`src/rtl/bmns_pkg.sv`:
```
// Shared constants, types and register codes for the binary map smoothing block.
package bmns_pkg;

	// Map size limits and field widths
	localparam int MAX_WIDTH  = 1024;
	localparam int MAX_HEIGHT = 1024;
	localparam int COL_W      = 10;
	localparam int ROW_W      = 10;
	localparam int SIZE_W     = 11;
	localparam int THR_W      = 4;
	localparam int CFG_IDX_W  = 2;
	localparam int CFG_DATA_W = 11;
	localparam int MIN_SIZE   = 3;
	localparam int WIN_CELLS  = 9;
	localparam int CNT_W      = 4;

	// Configuration register indexes
	localparam logic [CFG_IDX_W-1:0] REG_MAP_WIDTH      = 2'd0;
	localparam logic [CFG_IDX_W-1:0] REG_MAP_HEIGHT     = 2'd1;
	localparam logic [CFG_IDX_W-1:0] REG_WALL_MIN_COUNT = 2'd2;

	// Reset values of the registers
	localparam logic [SIZE_W-1:0] MAP_WIDTH_RST  = 11'd64;
	localparam logic [SIZE_W-1:0] MAP_HEIGHT_RST = 11'd64;
	localparam logic [THR_W-1:0]  WALL_MIN_RST   = 4'd4;

	// Line store entry: bit 0 row r-2, bit 1 row r-1
	localparam int LINE_W = 2;

	// Cell codes
	localparam logic CELL_WALL  = 1'b0;
	localparam logic CELL_SPACE = 1'b1;

	// Position of the cell offered at the input, after size wrapping
	typedef struct packed {
		logic [ROW_W-1:0] row;
		logic [COL_W-1:0] col;
		logic             emit;      // row and column both nonzero
		logic             interior;  // row and column both at least 2
		logic             last;      // last cell of the map
	} pos_t;

	// Line store write port driven by the window stage
	typedef struct packed {
		logic              we;
		logic [COL_W-1:0]  addr;
		logic [LINE_W-1:0] data;
	} line_wr_t;

endpackage

```
`src/rtl/bmns_line_ram.sv`:
```
// Generic synchronous RAM with one write port and one registered read port.
module bmns_line_ram #(
	parameter int DEPTH = 1024,
	parameter int WIDTH = 2
) (
	input  logic                     clk,
	input  logic                     we,
	input  logic [$clog2(DEPTH)-1:0] waddr,
	input  logic [WIDTH-1:0]         wdata,
	input  logic                     re,
	input  logic [$clog2(DEPTH)-1:0] raddr,
	output logic [WIDTH-1:0]         rdata
);

	logic [WIDTH-1:0] mem [DEPTH];

	// Write port
	always_ff @(posedge clk) begin
		if (we) begin
			mem[waddr] <= wdata;
		end
	end

	// Read port, data held until the next read
	always_ff @(posedge clk) begin
		if (re) begin
			rdata <= mem[raddr];
		end
	end

endmodule

```
`src/rtl/bmns_scan.sv`:
```
// Configuration registers and raster position counters.
module bmns_scan import bmns_pkg::*; (
	input  logic                  clk,
	input  logic                  arst_n,
	input  logic                  cfg_we,
	input  logic [CFG_IDX_W-1:0]  cfg_index,
	input  logic [CFG_DATA_W-1:0] cfg_data,
	input  logic                  take,
	output pos_t                  pos,
	output logic [THR_W-1:0]      wall_min
);

	logic [SIZE_W-1:0] map_width_q;
	logic [SIZE_W-1:0] map_height_q;
	logic [THR_W-1:0]  wall_min_q;
	logic [ROW_W-1:0]  row_q;
	logic [COL_W-1:0]  col_q;

	logic [SIZE_W-1:0] w_eff;
	logic [SIZE_W-1:0] h_eff;
	logic              col_wrap;
	logic [SIZE_W-1:0] row_pre;
	logic [ROW_W-1:0]  r0;
	logic [COL_W-1:0]  c0;
	logic [SIZE_W-1:0] col_nx;
	logic [SIZE_W-1:0] row_nx;

	// Register writes
	always_ff @(posedge clk or negedge arst_n) begin
		if (!arst_n) begin
			map_width_q  <= MAP_WIDTH_RST;
			map_height_q <= MAP_HEIGHT_RST;
			wall_min_q   <= WALL_MIN_RST;
		end else if (cfg_we) begin
			unique case (cfg_index)
				REG_MAP_WIDTH:      map_width_q  <= cfg_data;
				REG_MAP_HEIGHT:     map_height_q <= cfg_data;
				REG_WALL_MIN_COUNT: wall_min_q   <= cfg_data[THR_W-1:0];
				default: ;
			endcase
		end
	end

	// Clamp sizes into the supported range
	always_comb begin
		if (map_width_q < SIZE_W'(MIN_SIZE))
			w_eff = SIZE_W'(MIN_SIZE);
		else if (map_width_q > SIZE_W'(MAX_WIDTH))
			w_eff = SIZE_W'(MAX_WIDTH);
		else
			w_eff = map_width_q;
		if (map_height_q < SIZE_W'(MIN_SIZE))
			h_eff = SIZE_W'(MIN_SIZE);
		else if (map_height_q > SIZE_W'(MAX_HEIGHT))
			h_eff = SIZE_W'(MAX_HEIGHT);
		else
			h_eff = map_height_q;
	end

	// Wrap the stored position against the current size
	always_comb begin
		col_wrap = {1'b0, col_q} >= w_eff;
		c0       = col_wrap ? '0 : col_q;
		row_pre  = col_wrap ? ({1'b0, row_q} + SIZE_W'(1)) : {1'b0, row_q};
		r0       = (row_pre >= h_eff) ? '0 : row_pre[ROW_W-1:0];
	end

	// Position of the offered cell
	always_comb begin
		pos.row      = r0;
		pos.col      = c0;
		pos.emit     = (r0 != '0) && (c0 != '0);
		pos.interior = (r0[ROW_W-1:1] != '0) && (c0[COL_W-1:1] != '0);
		pos.last     = ({1'b0, r0} == h_eff - SIZE_W'(1)) &&
		               ({1'b0, c0} == w_eff - SIZE_W'(1));
		col_nx       = {1'b0, c0} + SIZE_W'(1);
		row_nx       = {1'b0, r0} + SIZE_W'(1);
	end

	// Advance on each transaction
	always_ff @(posedge clk or negedge arst_n) begin
		if (!arst_n) begin
			row_q <= '0;
			col_q <= '0;
		end else if (take) begin
			if (col_nx >= w_eff) begin
				col_q <= '0;
				row_q <= (row_nx >= h_eff) ? '0 : row_nx[ROW_W-1:0];
			end else begin
				col_q <= col_nx[COL_W-1:0];
				row_q <= r0;
			end
		end
	end

	assign wall_min = wall_min_q;

endmodule

```
`src/rtl/bmns_window.sv`:
```
// Window stage: builds the 3x3 window, counts walls, updates the line store, holds the result.
module bmns_window import bmns_pkg::*; (
	input  logic              clk,
	input  logic              arst_n,
	input  logic              take,
	input  logic              cell_in,
	input  pos_t              pos,
	input  logic [LINE_W-1:0] line_rd,
	input  logic [THR_W-1:0]  wall_min,
	output line_wr_t          line_wr,
	output logic              can_take,
	output logic              out_valid,
	input  logic              out_ready,
	output logic              out_space,
	output logic [ROW_W-1:0]  out_r,
	output logic [COL_W-1:0]  out_c,
	output logic              out_last
);

	logic        v_s1;
	logic        cell_s1;
	pos_t        pos_s1;
	logic [5:0]  win_q;
	logic        adv_s1;
	logic [2:0]  column;
	logic [8:0]  window;
	logic [CNT_W-1:0] spaces;
	logic [CNT_W-1:0] walls;
	logic        result;

	// Stage 1 holds one cell while its line store data arrives
	always_ff @(posedge clk or negedge arst_n) begin
		if (!arst_n) begin
			v_s1 <= 1'b0;
		end else if (take) begin
			v_s1 <= 1'b1;
		end else if (adv_s1) begin
			v_s1 <= 1'b0;
		end
	end

	always_ff @(posedge clk) begin
		if (take) begin
			cell_s1 <= cell_in;
			pos_s1  <= pos;
		end
	end

	// Stage 1 leaves unless its result must wait on a full output register
	assign adv_s1   = v_s1 && (!pos_s1.emit || !out_valid || out_ready);
	assign can_take = !v_s1 || adv_s1;

	// Window column and wall count
	always_comb begin
		column = {cell_s1, line_rd[1], line_rd[0]};
		window = {win_q, column};
		spaces = '0;
		for (int i = 0; i < WIN_CELLS; i++) begin
			spaces = spaces + CNT_W'(window[i]);
		end
		walls = CNT_W'(WIN_CELLS) - spaces;
		if (!pos_s1.interior)
			result = CELL_WALL;
		else
			result = (walls >= wall_min) ? CELL_WALL : CELL_SPACE;
	end

	// Line store write back: row r-1 moves up, current row moves in
	always_comb begin
		line_wr.we   = adv_s1;
		line_wr.addr = pos_s1.col;
		line_wr.data = {cell_s1, line_rd[1]};
	end

	// Previous two window columns
	always_ff @(posedge clk or negedge arst_n) begin
		if (!arst_n) begin
			win_q <= '0;
		end else if (adv_s1) begin
			win_q <= {win_q[2:0], column};
		end
	end

	// Output register
	always_ff @(posedge clk or negedge arst_n) begin
		if (!arst_n) begin
			out_valid <= 1'b0;
		end else if (adv_s1 && pos_s1.emit) begin
			out_valid <= 1'b1;
		end else if (out_ready) begin
			out_valid <= 1'b0;
		end
	end

	always_ff @(posedge clk) begin
		if (adv_s1 && pos_s1.emit) begin
			out_space <= result;
			out_r     <= pos_s1.row - ROW_W'(1);
			out_c     <= pos_s1.col - COL_W'(1);
			out_last  <= pos_s1.last;
		end
	end

endmodule

```
`src/rtl/binary_map_neighbour_smoothing.sv`:
```
// Top level of the binary map 3x3 neighbour smoothing block.
//
//  channel  | handshake               | payload
//  ---------+-------------------------+------------------------------------------------
//  input    | in_valid / in_ready     | cell_is_space
//  output   | out_valid / out_ready   | smoothed_is_space, out_row, out_col, frame_done
//  config   | cfg_we (no wait)        | cfg_index, cfg_data
//
// One cell per clock sustained while the output does not stall; a result passes stage 1 into the output register.
// The line store RAM is read at acceptance and written back as stage 1 moves on, one port each.
// Reset clears positions and window columns and loads the register defaults; line store content is undefined.
// A stalled output register holds stage 1, which in turn holds off the input.
module binary_map_neighbour_smoothing import bmns_pkg::*; (
	input  logic                  clk,
	input  logic                  arst_n,
	input  logic                  cfg_we,
	input  logic [CFG_IDX_W-1:0]  cfg_index,
	input  logic [CFG_DATA_W-1:0] cfg_data,
	input  logic                  in_valid,
	output logic                  in_ready,
	input  logic                  cell_is_space,
	output logic                  out_valid,
	input  logic                  out_ready,
	output logic                  smoothed_is_space,
	output logic [ROW_W-1:0]      out_row,
	output logic [COL_W-1:0]      out_col,
	output logic                  frame_done
);

	pos_t              pos;
	logic [THR_W-1:0]  wall_min;
	logic              take;
	logic              can_take;
	line_wr_t          line_wr;
	logic [LINE_W-1:0] line_rd;

	assign in_ready = can_take;
	assign take     = in_valid && can_take;

	// Position counters and registers
	bmns_scan u_scan (
		.clk       (clk),
		.arst_n    (arst_n),
		.cfg_we    (cfg_we),
		.cfg_index (cfg_index),
		.cfg_data  (cfg_data),
		.take      (take),
		.pos       (pos),
		.wall_min  (wall_min)
	);

	// Two rows above the current one, packed per column
	bmns_line_ram #(
		.DEPTH (MAX_WIDTH),
		.WIDTH (LINE_W)
	) u_line_ram (
		.clk   (clk),
		.we    (line_wr.we),
		.waddr (line_wr.addr),
		.wdata (line_wr.data),
		.re    (take),
		.raddr (pos.col),
		.rdata (line_rd)
	);

	// Window count and output register
	bmns_window u_window (
		.clk       (clk),
		.arst_n    (arst_n),
		.take      (take),
		.cell_in   (cell_is_space),
		.pos       (pos),
		.line_rd   (line_rd),
		.wall_min  (wall_min),
		.line_wr   (line_wr),
		.can_take  (can_take),
		.out_valid (out_valid),
		.out_ready (out_ready),
		.out_space (smoothed_is_space),
		.out_r     (out_row),
		.out_c     (out_col),
		.out_last  (frame_done)
	);

	// Read and write back never hit the same line store entry in one cycle
	a_no_rw_collision: assert property (@(posedge clk) disable iff (!arst_n)
		take && line_wr.we |-> pos.col != line_wr.addr)
		else $error("line store read and write to the same entry");

	// Border cells always come out as walls
	a_border_wall: assert property (@(posedge clk) disable iff (!arst_n)
		out_valid && smoothed_is_space |-> out_row != '0 && out_col != '0)
		else $error("border cell emitted as space");

	// An accepted cell leaves stage 1 on the next edge unless the output stalls
	a_write_follows_take: assert property (@(posedge clk) disable iff (!arst_n)
		take |=> line_wr.we || !out_ready || out_valid)
		else $error("accepted cell stuck in stage 1 without output back pressure");

	// Frame end lands on a nonzero column unless it is on row 0
	a_frame_done_col: assert property (@(posedge clk) disable iff (!arst_n)
		out_valid && frame_done |-> out_col != '0 || out_row == '0)
		else $error("frame end on an unexpected cell");

endmodule

```
`config.mk`:
```
export PLATFORM = sky130hd
export DESIGN_NAME = binary_map_neighbour_smoothing
export DESIGN_NICKNAME = d
export VERILOG_FILES = /design/src/rtl/bmns_pkg.sv /design/src/rtl/bmns_line_ram.sv /design/src/rtl/bmns_scan.sv /design/src/rtl/bmns_window.sv /design/src/rtl/binary_map_neighbour_smoothing.sv
export SDC_FILE = /design/constraint.sdc
export NUM_CORES = 2
export LEC_CHECK = 0
export ABC_AREA = 0
export BUFFER_PORTS_ARGS = -buffer_cell sky130_fd_sc_hd__buf_2
export CAP_MARGIN = 30
export CORE_MARGIN = 2
export CORE_UTILIZATION = 45
export DETAILED_ROUTE_END_ITERATION = 10
export PLACE_DENSITY = 0.57
export SLEW_MARGIN = 40
export SYNTH_ARGS = -nofsm -noshare
export SYNTH_HDL_FRONTEND = slang
export SYNTH_HIERARCHICAL = 1
export SYNTH_SLANG_ARGS = --single-unit
```
`constraint.sdc`:
```
create_clock -name clk -period 8.6 [get_ports clk]
set_input_delay 0 -clock clk [delete_from_list [all_inputs] [get_ports clk]]
set_output_delay 0 -clock clk [all_outputs]
set_load 0.05 [all_outputs]
```
==> impl_metrics.ini <==
[clock_network]
clk_latency_ps = 860
clk_path_buf_depth = 3
path_clk_slew_ps = 60
cts_tree = done
cts_buffers = 217
htree_levels = 4
root_buffer = clkbuf_16
cts.sinks = 2150

[critical_path]
crit_fanout = 15
slowest_delay_ps = 450
setup.worst_path.end_class = flip-flop
crit_path_frequent_cell = ha_1
worst_ep_arrival_time_ps = 8660
crit_slowest_cell = dfrtp_1
critPathLaunchType = flip-flop
required_ps = 9390
crit_type = flip-flop to flip-flop

[placed_design]
gp_congestion = 0.8519
dp_cells = 8011
io_buffers = 42
hpwl_um = 146500
dp_slack_ps = 600.3
placed_cell_area_um2 = 94550

[run_status]
outcome = completed

[synthesis]
syn_avg_cell_area_um2 = 16.38
synth-warning-count = 6
synth_nets = 5647
ys_async_sr_fraction = 0.02512
synth_ff_type = edfxtp_1
synth_edf_count = 2096
ys_seq_area_frac = 0.7056
post_synth_num_cell_types = 98
synth_seq_cells = 2150
synthCells = 5563
syn_area_um2 = 91120

[finish]
nNetsFinal = 5687
fillCellCount = 16570
finalInstanceArea_um2 = 101900
drive_gt1_frac = 0.1953
area_growth_pct = 11.86
fin_cells = 8457

[floorplanning]
die_height_um = 454.0
rows = 165
boundaryPins = 43
die_w_um = 454.0
core_area_um2 = 201700
die_area_um2 = 206100
start_util = 0.4518

[sta]
relSlewSlack = 0.4000
maxSlewViolCount = 0
min_period_over_period = 0.9142
hold_viol = 0
finClkSkew_ps = 37.44
setup_slack_ps = 738.3
tns_ps = 0
grt_setup_unrepaired = false
fin_crit_ps = 7862
setup_viol = 0
hold_ws_ps = 167.1
tightest_slew_ps = 900.0
max_freq_mhz = 127.2

[pwr]
cellPowerDensity_nw_per_um2 = 351.6
leakagePower_uw = 0.03136
ir_drop_v = 0.0002744

[drt]
via_per_inst = 6.109
routed_wl_um = 261800
wire_per_inst_um = 30.96
drtPass1Iterations = 6
via_count = 51670
drc = 0
drtIter0Drc = 6665
drtAntennaViolNets = 0

[global_route]
grt_pass1_vias = 51650
grt.total_usage = 0.2529
antenna_found_initial = 11
grt_start_max_net_pins = 221
grt_pass1_wl_um = 373400
gr-total-overflow = 0

[flow_run]
cap_violations = 0

[min_path]
hold_path.class = primary input to asynchronous set/reset pin
-- final cells by class --
| cell class | instances | area (um2) | area share |
|---|---|---|---|
| Sequential cell | 2150 | 64300 | 0.6308 |
| Multi-Input combinational cell | 2911 | 24840 | 0.2437 |
| Clock buffer | 259 | 5588 | 0.05482 |
| Tap cell | 2672 | 3343 | 0.03280 |
| Timing Repair Buffer | 256 | 2355 | 0.02310 |
| Clock inverter | 139 | 1226 | 0.01203 |
| Inverter | 67 | 276.5 | 0.002713 |
| Antenna cell | 3 | 7.507 | 0.00007365 |
-- cell families (layout without fill, tap and decap cells) --
| family | count (synthesis) | in the layout | synth area share |
|---|---|---|---|
| muxes | 703 | 703 | 0.1396 |
| xor gates and xnor gates | 48 | 48 | 0.004614 |
| buffers and inverters | 502 | 721 | 0.02772 |
| and+or+nand+nor | 1592 | 1592 | 0.07434 |
| AOI/OAI and AO/OA | 503 | 503 | 0.03883 |
| other | 0 | 3 | 0 |
| DFF | 2150 | 2150 | 0.7056 |
| adders and majority gates | 65 | 65 | 0.009337 |
-- layout by cell type (no fill, tap or decap), types with 40 or more instances in the layout --
cell,synthesis,layout
a21oi_1,103,103
a22oi_1,47,47
buf_2,31,42
buf_4,42,117
clkbuf_1,256,42
clkbuf_16,0,217
clkinv_1,2,51
clkinv_2,0,52
dfrtp_1,51,51
dlygate4sd3_1,0,41
edfxtp_1,2096,2096
ha_1,60,60
inv_1,63,55
mux2_2,40,40
mux2i_1,210,210
mux4_2,449,449
nand2_1,161,146
nand3_1,65,40
nor2_1,1109,1102
nor3_1,75,71
o21ai_0,65,65
o221ai_1,84,84
o22ai_1,49,49
-- flip-flops by register name, summed over array words and instances (netlist names) --
signal               flops
u_scan/row_q            10
u_window/out_r          10
u_window/line_wr        10
u_line_ram/mem        2048
u_window/win_q           6
u_window/out_space       1
u_window/pos_s1         13
u_scan/map_height_q     11
u_window/out_c          10
u_window/v_s1            1
u_line_ram/rdata         2
u_scan/map_width_q      11
u_window/out_last        1
u_scan/col_q            10
u_window/cell_s1         1
u_scan/wall_min          4
u_window/out_valid       1
-- worst max-delay path, delay by kind of cell (launching register included) --
kind | cells | cell delay [ps]
AOI/OAI and AO/OA | 15 | 3610
buffers and inverters | 2 | 470
and+or+nand+nor | 7 | 1840
DFF | 1 | 450
adders and majority gates | 4 | 1270
xor gates and xnor gates | 1 | 170
-- worst paths after layout --
check	startpoint	endpoint	slack, ps	cells after the start
worst max-delay path	u_scan/map_width_q[2]	u_scan/row_q[3]	740	29
worst min-delay path	arst_n	u_scan/row_q[6]	170	4
worst max register to register	u_scan/map_width_q[2]	u_scan/row_q[3]	740	29
worst min register to register	u_window/pos_s1[0]	u_window/out_last	420	0
max in group asynchronous	arst_n	u_scan/wall_min[2]	7840	5
min in group clk	cfg_we	u_scan/wall_min[3]	240	4
-- metrics by stage --
step                        util  total power, uW
after global placement    0.4676            26760
final                     0.5053            35840
after floorplan                -            22770
after global routing      0.5053            37240
after CTS                 0.5045            35970
after detailed placement  0.4688            26820
-- Yosys cell counts, drive strengths merged, types with 24 or more instances --
cell | instances | area (um2)
a21oi | 104 | 524.3
nor4 | 24 | 181.4
o21ai | 70 | 350.3
o221ai | 86 | 765.7
nor3 | 76 | 385.4
nand2 | 162 | 610.6
xnor2 | 29 | 254.0
a22oi | 47 | 352.8
dfrtp | 51 | 1276
ha | 60 | 750.7
clkbuf | 256 | 960.9
edfxtp | 2096 | 62940
nand3 | 65 | 325.3
nor2 | 1110 | 4169
buf | 179 | 1314
a211oi | 27 | 232.7
inv | 65 | 244.0
mux4 | 449 | 10110
o22ai | 49 | 306.5
mux2i | 210 | 2102
mux2 | 44 | 503.0
-- what timing repair did --
action,in CTS,in global routing
endpoints found under the setup margin,0,1
gates resized for setup,0,1
hold buffers,40,1
buffers inserted,0,0
endpoints found under the hold margin,89,28
-- metal layers --
metal / wire, um / up-vias / track usage
li1: - / 21800 / -
met3: 20590 / 362 / 0.03781
met5: 0 / - / 0
met2: 126300 / 2183 / 0.4094
met4: 6661 / 0 / 0.06349
met1: 108300 / 27330 / 0.3610
-- power breakdown --
part / total (uW) / internal, uW / switching [uW]
registers: 12800 / 12600 / 283
logic: 13800 / 5430 / 8400
clock network: 9160 / 5160 / 4000
total: 35800 / 23200 / 12700
Note: power is estimated with default switching activity, not from simulation.
